$ cat src/mfne_pkg.sv
`timescale 1ns / 1ps
// ----------------------------------------------------------------------------
// MIDI file note extractor package
// Shared types and constants for the byte parser and the note record stage.
// ----------------------------------------------------------------------------
package mfne_pkg;

  localparam int unsigned VoiceLimit = 5;
  localparam logic [2:0] VOICE_MAX = (VoiceLimit > 7) ? 3'd7 : 3'(VoiceLimit);
  localparam logic [7:0] ST_SYSEX   = 8'hF0;
  localparam logic [7:0] ST_SYSEX_E = 8'hF7;
  localparam logic [7:0] ST_META    = 8'hFF;
  localparam logic [3:0] HI_NOTE_ON = 4'h9;
  localparam logic [3:0] HI_PROGRAM = 4'hC;
  localparam logic [3:0] HI_PRESS   = 4'hD;

  // Note event handed from the parser to the record stage.
  typedef struct packed {
    logic [31:0] ticks;
    logic [6:0]  note;
    logic        restart;
  } note_evt_t;

endpackage

$ cat src/midi_file_note_extractor_unit.sv
`timescale 1ns / 1ps
// ----------------------------------------------------------------------------
// MIDI file note extractor
// Parses a Standard MIDI File byte stream and emits note-on records.
// ----------------------------------------------------------------------------
// Input channel: file_byte and file_start with valid/stall; one byte is taken
// per cycle while stall is low. file_start marks header byte 0 of a new file.
// Output channel: time_slot, voice_index, pitch_class, octave with
// out_valid/out_stall; one record per note-on of nonzero velocity while
// cfg record_enable is 1.
// The parser decodes one byte per cycle while stall is low. From the velocity
// byte, records pass the event register, queue write, queue read, reciprocal
// multiply dividing by 96, then slot and voice update to the output register.
// Sustained throughput is one byte per cycle without out_stall. A four-entry
// queue separates parser and record stage; in_stall rises when it holds two or
// more events, so a stalled receiver stops input once two events are queued.
// Synchronous reset clears the parser, tick total, slot tracking and queue
// and sets record_enable to 1. Configuration is written through cfg_valid
// and cfg_ready; cfg_ready is always high.
// ----------------------------------------------------------------------------
module midi_file_note_extractor_unit (
  input  logic        clk,
  input  logic        rst,
  input  logic        in_valid,
  output logic        in_stall,
  input  logic [7:0]  file_byte,
  input  logic        file_start,
  output logic        out_valid,
  input  logic        out_stall,
  output logic [23:0] time_slot,
  output logic [2:0]  voice_index,
  output logic [3:0]  pitch_class,
  output logic [3:0]  octave,
  input  logic        cfg_valid,
  output logic        cfg_ready,
  input  logic        cfg_data
);
  import mfne_pkg::*;

  logic      record_enable, room, take, evt_valid;
  note_evt_t evt;

  assign cfg_ready = 1'b1;
  assign in_stall = !room;
  assign take = in_valid && room;

  // Configuration register.
  always_ff @(posedge clk) begin
    if (rst) record_enable <= 1'b1;
    else if (cfg_valid && cfg_ready) record_enable <= cfg_data;
  end

  mfne_parser u_parser (
    .clk, .rst, .file_byte, .file_start, .take, .record_enable,
    .evt_valid, .evt
  );

  mfne_record u_record (
    .clk, .rst, .evt_valid, .evt, .room, .valid(out_valid), .stall(out_stall),
    .time_slot, .voice_index, .pitch_class, .octave
  );
endmodule

$ cat src/mfne_parser.sv
`timescale 1ns / 1ps
// ----------------------------------------------------------------------------
// MIDI file byte parser
// Walks header, track headers and events one byte per cycle while take is
// high; passes restart marks and, when enabled, nonzero-velocity note-ons.
// ----------------------------------------------------------------------------
module mfne_parser (
  input  logic                clk,
  input  logic                rst,
  input  logic [7:0]          file_byte,
  input  logic                file_start,
  input  logic                take,
  input  logic                record_enable,
  output logic                evt_valid,
  output mfne_pkg::note_evt_t evt
);
  import mfne_pkg::*;

  typedef enum logic [9:0] {
    PH_FILE_HDR  = 10'b0000000001,
    PH_TRK_HDR   = 10'b0000000010,
    PH_DELTA     = 10'b0000000100,
    PH_STATUS    = 10'b0000001000,
    PH_META_TYPE = 10'b0000010000,
    PH_LENGTH    = 10'b0000100000,
    PH_SKIP      = 10'b0001000000,
    PH_NOTE_NUM  = 10'b0010000000,
    PH_NOTE_VEL  = 10'b0100000000,
    PH_DONE      = 10'b1000000000
  } phase_t;

  phase_t      phase, phase_next, ph;
  logic [3:0]  hpos, hpos_next;
  logic [15:0] tracks, tracks_next;
  logic [31:0] tbytes, tbytes_next, acc, acc_next, skip, skip_next;
  logic [31:0] ticks, ticks_next;
  logic [6:0]  note, note_next;
  logic [32:0] sum;
  logic [31:0] tb;
  logic        evt_next, restart_next, count;

  // Next-state decode for one byte.
  always_comb begin
    ph = file_start ? PH_FILE_HDR : phase;
    hpos_next = file_start ? 4'd0 : hpos;
    tracks_next = file_start ? 16'd0 : tracks;
    tbytes_next = file_start ? 32'd0 : tbytes;
    acc_next = file_start ? 32'd0 : acc;
    skip_next = file_start ? 32'd0 : skip;
    ticks_next = file_start ? 32'd0 : ticks;
    note_next = file_start ? 7'd0 : note;
    phase_next = ph;
    evt_next = 1'b0;
    restart_next = file_start;
    count = 1'b1;
    sum = {1'b0, ticks_next} + {1'b0, acc_next[24:0], file_byte[6:0]};
    unique case (ph)
      PH_FILE_HDR: begin
        count = 1'b0;
        if (hpos_next == 4'd10) tracks_next = {file_byte, 8'd0};
        else if (hpos_next == 4'd11) tracks_next = {tracks_next[15:8], file_byte};
        if (hpos_next >= 4'd13) begin
          hpos_next = 4'd0;
          phase_next = (tracks_next == 16'd0) ? PH_DONE : PH_TRK_HDR;
        end else hpos_next = hpos_next + 4'd1;
      end
      PH_TRK_HDR: begin
        count = 1'b0;
        if (hpos_next >= 4'd4)
          acc_next = {(hpos_next == 4'd4) ? 24'd0 : acc_next[23:0], file_byte};
        if (hpos_next >= 4'd7) begin
          tbytes_next = acc_next;
          acc_next = 32'd0;
          hpos_next = 4'd0;
          if (tbytes_next == 32'd0) begin
            tracks_next = tracks_next - 16'd1;
            phase_next = (tracks_next == 16'd0) ? PH_DONE : PH_TRK_HDR;
          end else phase_next = PH_DELTA;
        end else hpos_next = hpos_next + 4'd1;
      end
      PH_DELTA: begin
        acc_next = {acc_next[24:0], file_byte[6:0]};
        if (!file_byte[7]) begin
          ticks_next = sum[32] ? 32'hFFFF_FFFF : sum[31:0];
          acc_next = 32'd0;
          phase_next = PH_STATUS;
        end
      end
      PH_STATUS: begin
        acc_next = 32'd0;
        if (file_byte == ST_META) phase_next = PH_META_TYPE;
        else if (file_byte == ST_SYSEX || file_byte == ST_SYSEX_E) phase_next = PH_LENGTH;
        else if (file_byte[7:4] == HI_NOTE_ON) phase_next = PH_NOTE_NUM;
        else if (file_byte[7:4] == HI_PROGRAM || file_byte[7:4] == HI_PRESS) begin
          skip_next = 32'd1;
          phase_next = PH_SKIP;
        end else begin
          skip_next = 32'd2;
          phase_next = PH_SKIP;
        end
      end
      PH_META_TYPE: begin
        acc_next = 32'd0;
        phase_next = PH_LENGTH;
      end
      PH_LENGTH: begin
        acc_next = {acc_next[24:0], file_byte[6:0]};
        if (!file_byte[7]) begin
          skip_next = acc_next;
          acc_next = 32'd0;
          phase_next = (skip_next == 32'd0) ? PH_DELTA : PH_SKIP;
        end
      end
      PH_SKIP: begin
        skip_next = skip_next - 32'd1;
        if (skip_next == 32'd0) phase_next = PH_DELTA;
      end
      PH_NOTE_NUM: begin
        note_next = file_byte[6:0];
        phase_next = PH_NOTE_VEL;
      end
      PH_NOTE_VEL: begin
        evt_next = (file_byte != 8'd0) && record_enable;
        phase_next = PH_DELTA;
      end
      PH_DONE: count = 1'b0;
      default: count = 1'b0;
    endcase
    tb = tbytes_next - 32'd1;
    if (count) begin
      tbytes_next = tb;
      if (tb == 32'd0) begin
        tracks_next = tracks_next - 16'd1;
        hpos_next = 4'd0;
        phase_next = (tracks_next == 16'd0) ? PH_DONE : PH_TRK_HDR;
      end
    end
  end

  // Parser state registers.
  always_ff @(posedge clk) begin
    if (rst) begin
      phase <= PH_FILE_HDR;
      hpos <= '0; tracks <= '0; tbytes <= '0; acc <= '0; skip <= '0;
      ticks <= '0; note <= '0; evt_valid <= 1'b0;
    end else if (take) begin
      phase <= phase_next;
      hpos <= hpos_next; tracks <= tracks_next; tbytes <= tbytes_next;
      acc <= acc_next; skip <= skip_next; ticks <= ticks_next; note <= note_next;
      evt_valid <= evt_next || restart_next;
    end else evt_valid <= 1'b0;
  end

  // Event payload.
  always_ff @(posedge clk) begin
    if (take) begin
      evt.ticks <= ticks_next;
      evt.note <= note_next;
      evt.restart <= restart_next && !evt_next;
    end
  end

  // A restart and an event may coincide only when the restart byte is a
  // velocity byte, which cannot happen since a restart enters the header.
  a_evt_known: assert property (@(posedge clk) disable iff (rst)
    evt_valid |-> !$isunknown(evt.restart)) else $error("unknown event kind");
  a_done_hold: assert property (@(posedge clk) disable iff (rst)
    (phase == PH_DONE && take && !file_start) |=> phase == PH_DONE)
    else $error("left done without restart");
  a_start_hdr: assert property (@(posedge clk) disable iff (rst)
    (take && file_start) |=> (phase == PH_FILE_HDR && hpos == 4'd1))
    else $error("restart not taken as header byte");
endmodule

$ cat src/mfne_record.sv
`timescale 1ns / 1ps
// ----------------------------------------------------------------------------
// Note record stage
// Drains the event queue, tracks slot and voice, divides by constants and
// holds the result in an output register.
// ----------------------------------------------------------------------------
module mfne_record (
  input  logic                clk,
  input  logic                rst,
  input  logic                evt_valid,
  input  mfne_pkg::note_evt_t evt,
  output logic                room,
  output logic                valid,
  input  logic                stall,
  output logic [23:0]         time_slot,
  output logic [2:0]          voice_index,
  output logic [3:0]          pitch_class,
  output logic [3:0]          octave
);
  import mfne_pkg::*;

  localparam int Depth = 4;

  note_evt_t   q [Depth];
  logic [1:0]  wp, rp;
  logic [2:0]  cnt;
  logic        pop, s1_valid, s1_restart;
  logic [31:0] s1_ticks;
  logic [6:0]  s1_note;
  logic [63:0] prod;
  logic [25:0] pq;
  logic        s2_valid, s2_restart, s2_go;
  logic [25:0] s2_q;
  logic [6:0]  s2_note;
  logic [23:0] slot, last_slot;
  logic        last_valid;
  logic [2:0]  vc, vc_next;
  logic [7:0]  nsplit;

  // Split a note number into octave and pitch class by comparing it against
  // the multiples of twelve.
  function automatic logic [7:0] split_note(logic [6:0] n);
    logic [3:0] o;
    logic [6:0] base;
    o = 4'd0;
    for (int i = 1; i <= 10; i++) begin
      if (n >= 7'(12 * i)) o = 4'(i);
    end
    base = {3'd0, o} * 7'd12;
    return {o, 4'(n - base)};
  endfunction

  // Room while at least three slots remain: covers two items in flight plus one.
  assign room = (cnt <= 3'd1);
  assign s2_go = !valid || !stall;
  assign pop = (cnt != 3'd0) && s2_go;

  // Event queue.
  always_ff @(posedge clk) begin
    if (rst) begin
      wp <= '0; rp <= '0; cnt <= '0;
    end else begin
      if (evt_valid) wp <= wp + 2'd1;
      if (pop) rp <= rp + 2'd1;
      cnt <= cnt + {2'd0, evt_valid} - {2'd0, pop};
    end
  end
  always_ff @(posedge clk) begin
    if (evt_valid) q[wp] <= evt;
  end

  // Stage one: read queue.
  always_ff @(posedge clk) begin
    if (rst) s1_valid <= 1'b0;
    else if (s2_go) s1_valid <= pop;
  end
  always_ff @(posedge clk) begin
    if (pop) begin
      s1_ticks <= q[rp].ticks; s1_note <= q[rp].note; s1_restart <= q[rp].restart;
    end
  end

  // Stage two: ticks divided by 96 via reciprocal multiply (exact for 32 bits).
  assign prod = 64'(s1_ticks) * 64'd2863311531;
  assign pq = prod[63:38];
  always_ff @(posedge clk) begin
    if (rst) s2_valid <= 1'b0;
    else if (s2_go) s2_valid <= s1_valid;
  end
  always_ff @(posedge clk) begin
    if (s2_go && s1_valid) begin
      s2_q <= pq; s2_note <= s1_note; s2_restart <= s1_restart;
    end
  end

  // Stage three: saturate, update voice tracking, register result.
  assign slot = (s2_q > 26'hFF_FFFF) ? 24'hFF_FFFF : s2_q[23:0];
  assign nsplit = split_note(s2_note);
  always_comb begin
    if (last_valid && slot == last_slot)
      vc_next = (vc < VOICE_MAX) ? vc + 3'd1 : VOICE_MAX;
    else vc_next = 3'd0;
  end
  always_ff @(posedge clk) begin
    if (rst) begin
      valid <= 1'b0; last_valid <= 1'b0; last_slot <= '0; vc <= '0;
    end else if (s2_go) begin
      valid <= s2_valid && !s2_restart;
      if (s2_valid && s2_restart) begin
        last_valid <= 1'b0; last_slot <= '0; vc <= '0;
      end else if (s2_valid) begin
        last_valid <= 1'b1; last_slot <= slot; vc <= vc_next;
      end
    end
  end
  always_ff @(posedge clk) begin
    if (s2_go && s2_valid && !s2_restart) begin
      time_slot <= slot;
      voice_index <= vc_next;
      pitch_class <= nsplit[3:0];
      octave <= nsplit[7:4];
    end
  end

  a_no_over: assert property (@(posedge clk) disable iff (rst)
    !(evt_valid && cnt == 3'(Depth))) else $error("event queue overflow");
  a_voice_rng: assert property (@(posedge clk) disable iff (rst)
    valid |-> voice_index <= VOICE_MAX) else $error("voice index out of range");
  a_pitch_rng: assert property (@(posedge clk) disable iff (rst)
    valid |-> (pitch_class < 4'd12 && octave < 4'd11)) else $error("bad note split");
endmodule

$ cat config.mk
export PLATFORM = sky130hd
export DESIGN_NAME = midi_file_note_extractor_unit
export DESIGN_NICKNAME = d
export VERILOG_FILES = /design/src/mfne_pkg.sv /design/src/midi_file_note_extractor_unit.sv /design/src/mfne_parser.sv /design/src/mfne_record.sv
export SDC_FILE = /design/constraint.sdc
export NUM_CORES = 2
export LEC_CHECK = 0
export BUFFER_PORTS_ARGS = -buffer_cell sky130_fd_sc_hd__buf_2
export CAP_MARGIN = 15
export CORE_UTILIZATION = 60
export CTS_BUF_LIST = sky130_fd_sc_hd__clkbuf_8
export DETAILED_ROUTE_END_ITERATION = 10
export PLACE_DENSITY_LB_ADDON = 0.12
export RECOVER_POWER = 25
export SLEW_MARGIN = 20
export SYNTH_ARGS = -nofsm -noshare
export SYNTH_HDL_FRONTEND = slang
export SYNTH_SLANG_ARGS = --single-unit
export TNS_END_PERCENT = 50
$ cat constraint.sdc
create_clock -name clk -period 10.74 [get_ports clk]
set_input_delay 0.537 -clock clk [delete_from_list [all_inputs] [get_ports clk]]
set_output_delay 0.537 -clock clk [all_outputs]
set_load 0.05 [all_outputs]
# After elaboration in Yosys (flattened, before gate mapping)
# Memories as Yosys holds them, arrays and structs flattened. A register that Yosys moved wholly into a read port is not among the register bits.
# Cells that the tools add are included.
[op_classes] add_sub_neg=12 multipliers=2 div_mod_pow=0 n_lt_le_gt_ge=16 eq_ne=19 shift=0 mux=79 bitwise_logic=1 n_reduce_logical=34
[op_table] operator="$mux 32" n=18
[op_table] operator="$pmux 32 s3" n=2
[op_table] operator="$mux 10" n=14
[op_table] operator="$logic_not 32->1" n=4
[op_table] operator="$mux 16" n=7
[op_table] operator="$mux 24" n=4
[op_table] operator="$pmux 10 s9" n=1
[op_table] operator="$mul 32x32->64 const B" n=1
[op_table] operator="$sub 32x1->32 const B" n=2
[op_table] operator="$logic_not 16->1" n=3
[op_table] operator="$ge 7x7->1 const B" n=5
[op_table] operator="$add 32x32->33" n=1
[op_table] operator="$mux 4" n=8
[op_table] operator="$pmux 16 s2" n=1
[op_table] operator="$sub 16x1->16 const B" n=2
[op_table] operator="$gt 26x24->1 const B" n=1
[op_table] operator="$eq 24x24->1" n=1
[op_table] operator="$eq 8x8->1 const B" n=3
[op_table] operator="$mux 3" n=8
[op_table] operator="$ge 7x6->1 const B" n=3
[op_table] operator="$mux 7" n=3
[op_table] operator="$eq 4x4->1 const B" n=5
[op_table] operator="$mux 8" n=2
[op_table] operator="$eq 10x1->1 const B" n=1
[op_table] operator="other kinds (35)" n=63
[totals] ff_bits=314 latch_bits=0 mem_bits_rw=160 rom_bits=0 input_bits=15 out_inout_bits=38 word_cells=193 memories=1
[mem_list] memory="u_record.q" depth=4 width=40 rd=1 rd_ports_with_merged_regs=1 write_ports=1 line_no="mfne_record.sv:24" source="note_evt_t q [Depth];"

# Longest topological paths before layout
[logic_depth] word_depth=14 depth_mapped=34 depth_no_buf=30

# Modules after synthesis
# A second synthesis with hierarchy kept.
[unflattened] cells_unflattened=4468 hier_area_um2=43465.4
[modules_own_cells] module="mfne_record" n_inst=1 cells_per_inst=2350 area_per_inst_um2=27866.7
[modules_own_cells] module="mfne_parser" n_inst=1 cells_per_inst=2111 area_per_inst_um2=15542.4
[modules_own_cells] module="midi_file_note_extractor_unit" n_inst=1 cells_per_inst=7 area_per_inst_um2=56.3

# Least setup slack after synthesis
# Ideal clock, no wire load.
[synth_path] path_kind="reg2reg" from="reg u_record.s1_ticks[13] (read register of u_record.q)" to="reg u_record.s2_q[22] (data pin)" setup_ns=0.262 t_arrival_ns=7.208 required_ns=10.478 path_slack_ns=3.270 stages_incl_launch_ff=27 period_less_slack_ns=7.470 cell_sequence="edfxtp_1 -> ha_1 -> fa_1 -> inv_1 -> fa_1 -> fa_1 -> fa_1 -> inv_1 -> fa_1 -> fa_1 -> inv_1 -> fa_1 -> inv_1 -> ha_1 -> a21oi_1 -> o211ai_1 -> o221ai_1 -> a21oi_1 -> a311oi_1 -> o211ai_1 -> nor2_1 -> o31ai_1 -> o41ai_1 -> o31ai_1 -> a21oi_1 -> o21bai_1 -> xor2_1"
[synth_via] elab_chain_len=1
[synth_rtl] item="from (decl)" line_no="mfne_record.sv:28" source="logic [31:0] s1_ticks;"
[synth_rtl] item="$mul 32x32->64" line_no="mfne_record.sv:84" source="assign prod = 64'(s1_ticks) * 64'd2863311531;"
[synth_rtl] item="net u_record.prod[60]" line_no="mfne_record.sv:30" source="logic [63:0] prod;"
[synth_rtl] item="to (signal assigned)" line_no="mfne_record.sv:92" source="s2_q <= pq; s2_note <= s1_note; s2_restart <= s1_restart;"
[synth_rtl] item="to (decl)" line_no="mfne_record.sv:33" source="logic [25:0] s2_q;"
# The timed path passes the listed nets, and every way through them passes these cells.
# A chain may end at the register's enable or synchronous reset.

# Worst setup path after layout
[layout_path] from="reg u_record.s1_ticks[14] (read register of u_record.q)" to="reg u_record.s2_q[22] (data pin)"
# The elaborated chain is that of the path after synthesis.

==> impl_metrics.tcl <==
set metrics [dict create \
    setup_ws_ns 1.93 \
    drt-vias-per-instance 5.96 \
    ys_types 89 \
    synth_area_leaders "edfxtp_1 22%, fa_1 17%, ha_1 12%, dfxtp_1 9.8%, inv_1 5.2%" \
    ff2ff_path_depth 27 \
    async_flop_share 0 \
    dieArea_sq_um 71000 \
    fillers 5669 \
    first_global_vias 30997 \
    min_to "u_record.s2_valid" \
    gr-total-overflow 0 \
    synth-xor-area-share 0.0376 \
    status "finished, violations left" \
    final_antenna_net_count 0 \
    initial_core_util 0.609 \
    gr-usage-all-layers 0.327 \
    fin_crit_sh 0.821 \
    synth_top_family_by_area "adder cells" \
    fin_crit_ns 8.81 \
    setup_violations 0 \
    synth_mux_area_frac 0.0269 \
    grt_setup_unrepaired "false" \
    cts.clk_slew.worst_paths_ns 0.06 \
    slew_viol_final 150 \
    synth-seq-area-share 0.319 \
    num_vias 31063 \
    wire_per_inst_um 22.0 \
    crit_fanout 7 \
    rows 96 \
    cts_resized 0 \
    synth.top_cell.area_share 0.221 \
    yosysWarnings 0 \
    drive_gt1_frac 0.0755 \
    synthSimpleGateAreaFrac 0.132 \
    worst_pin_slew_ns 4.04 \
    clock_latency_ns 0.71 \
    min_path_type "input port to flip-flop" \
    dp_hpwl_mm 88.3 \
    final_cell_mix "608 x inv_1, 409 x ha_1, 365 x fa_1" \
    setup-tns-final_ns 0 \
    cts_tree "yes" \
    dieHeight_um 266 \
    worst_ep_arrival_time_ns 9.24 \
    clockBufferDepth 3 \
    synth_cells 4196 \
    port_buffers 51 \
    holdWs_ns 0.181 \
    wirelength_mm 114 \
    ios 53 \
    cap_violations 3 \
    root_buffer "clkbuf_8" \
    layout_commonest_cell "inv_1" \
    firstDrtPassIters 6 \
    syn2layout_area_growth_pct 7.31 \
    first_iter_violations 2428 \
    post_cts_buffers 0 \
    crit_top_cell "fa_1" \
    hold_viol 0 \
    max_slew_margin -1.70 \
    min-delay-start "out_stall" \
    final_nets 4988 \
    start_kind "flip-flop" \
    violations "capacitance limit, slew limit" \
    holdPathStages 3 \
    critPathKind "flip-flop to flip-flop" \
    numCtsBuffers 90 \
    cp.required_ns 11.17 \
    syn_nets 4985 \
    syn-cell-area_sq_um 41900 \
    synth_top_area_cell "edfxtp_1" \
    worstReg2RegStart "u_record.s1_ticks[14]" \
    place_congestion 0.991 \
    skew_ns 0.0836 \
    hold_buffers 2 \
    crit_path_max_incr_delay_ns 0.84 \
    antenna_found_initial 2 \
    core_sq_um 68800 \
    crit_slowest_cell "o41ai_1" \
    synth-main-ff-cell "edfxtp_1" \
    grt_max_degree 79 \
    regToRegEndpoint "u_record.s2_q[22]" \
    fmax_mhz 113 \
    synth_edf_count 309 \
    cts_sinks 514 \
    die_width_um 266 \
    h-tree-depth 3 \
    synth-compound-area-share 0.118 \
    grt_first_pass_wirelength_mm 178 \
    rrSetupSlack_ns 1.93 \
    dp_slack_ns 1.95 \
    end_kind "flip-flop" \
    drc 0 \
    synthAdderAreaFrac 0.296 \
    ys_seq_elements 514 \
    avgSynthCellArea_sq_um 9.99 \
]
==> cells by family after synthesis <==
| group | Yosys count |
|---|---|
| AND/OR/NAND/NOR | 1134 |
| adder cells (fa/ha/maj) | 774 |
| AO/OA/AOI/OAI | 768 |
| buffers and inverters | 764 |
| flip-flops | 514 |
| XOR/XNOR | 180 |
| multiplexers | 61 |
| other | 1 |
==> cell usage after synthesis, drive strengths merged (8+ instances only) <==
cell and count:
a211oi 19, xor2 76, o21bai 11, a32o 8, nor2b 60, ha 409, nor3b 14, and2 26
or4 10, nand2 260, and3 34, or2 14, nand4 35, mux4 40, xnor2 104, o31ai 11
a31o 8, a22oi 90, edfxtp 309, o21a 21, o21ai 130, nand3 59, fa 365, a21oi 232
o211ai 13, or3 52, nor3 88, a31oi 27, o22a 26, a21o 47, a22o 13, nor2 365
nand2b 40, nand4b 8, inv 586, mux2i 19, o22ai 46, nor4 43, dfxtp 205, clkbuf 142
buf 36
==> state kept, by name, indices dropped and copies added (netlist names), 26 cells and up <==
register	count
u_parser.evt	40
u_parser.tbytes	32
u_parser.ticks	32
u_record.q	160
u_parser.skip	32
u_parser.acc	32
u_record.s1_ticks	32
u_record.s2_q	26
==> critical path: cells and delay by family, from the launching register on <==
family	cells	cell delay, ns
flip-flops	1	0.58
AO/OA/AOI/OAI	11	2.78
buffers and inverters	4	0.24
XOR/XNOR	2	0.60
AND/OR/NAND/NOR	1	0.24
adder cells (fa/ha/maj)	9	4.14
==> stage by stage <==
step | area, sq um | util | std cells
final | 45000 | 0.654 | 5211
after global routing | 45000 | 0.654 | 5209
after CTS | 45000 | 0.654 | 5207
after detailed placement | 43000 | 0.625 | 5035
after global placement | 43000 | 0.625 | 5035
after floorplan | 41900 | - | 4196
==> how the worst max path moves through the flow <==
stage	start	to	slack (ns)	cells after the start
after floorplan	u_record.s1_ticks[13]	u_record.s2_q[22]	3.27	26
after global placement	u_record.s1_ticks[14]	u_record.s2_q[22]	2.19	27
after detailed placement	u_record.s1_ticks[14]	u_record.s2_q[22]	1.95	27
after CTS	u_record.s1_ticks[14]	u_record.s2_q[22]	1.97	27
after global routing	u_record.s1_ticks[9]	u_record.s2_q[22]	1.49	29
final	u_record.s1_ticks[14]	u_record.s2_q[22]	1.93	27
==> per-layer routing <==
metal  vias up  share of wire  global-route usage
li1      14503              -                   -
met1     15264           0.42               0.432
met2      1022           0.48               0.540
met3       274          0.053              0.0425
met4         0          0.046               0.144
met5         -              0                   0
==> final cells by class <==
| type | count | area (sq um) | area share |
|---|---|---|---|
| tap | 931 | 1160 | 0.0259 |
| clock buffer | 107 | 1470 | 0.0327 |
| clock inverter | 63 | 512 | 0.0114 |
| antenna | 3 | 7.51 | 0.000167 |
| sequential | 514 | 13400 | 0.297 |
| inverter | 586 | 2210 | 0.0490 |
| multi-input combinational | 2918 | 25700 | 0.571 |
| timing repair buffer | 89 | 556 | 0.0123 |
Power is left out: the tool's default activity adds up to more than one toggle a clock period on the data nets, which glitch-free logic cannot reach.
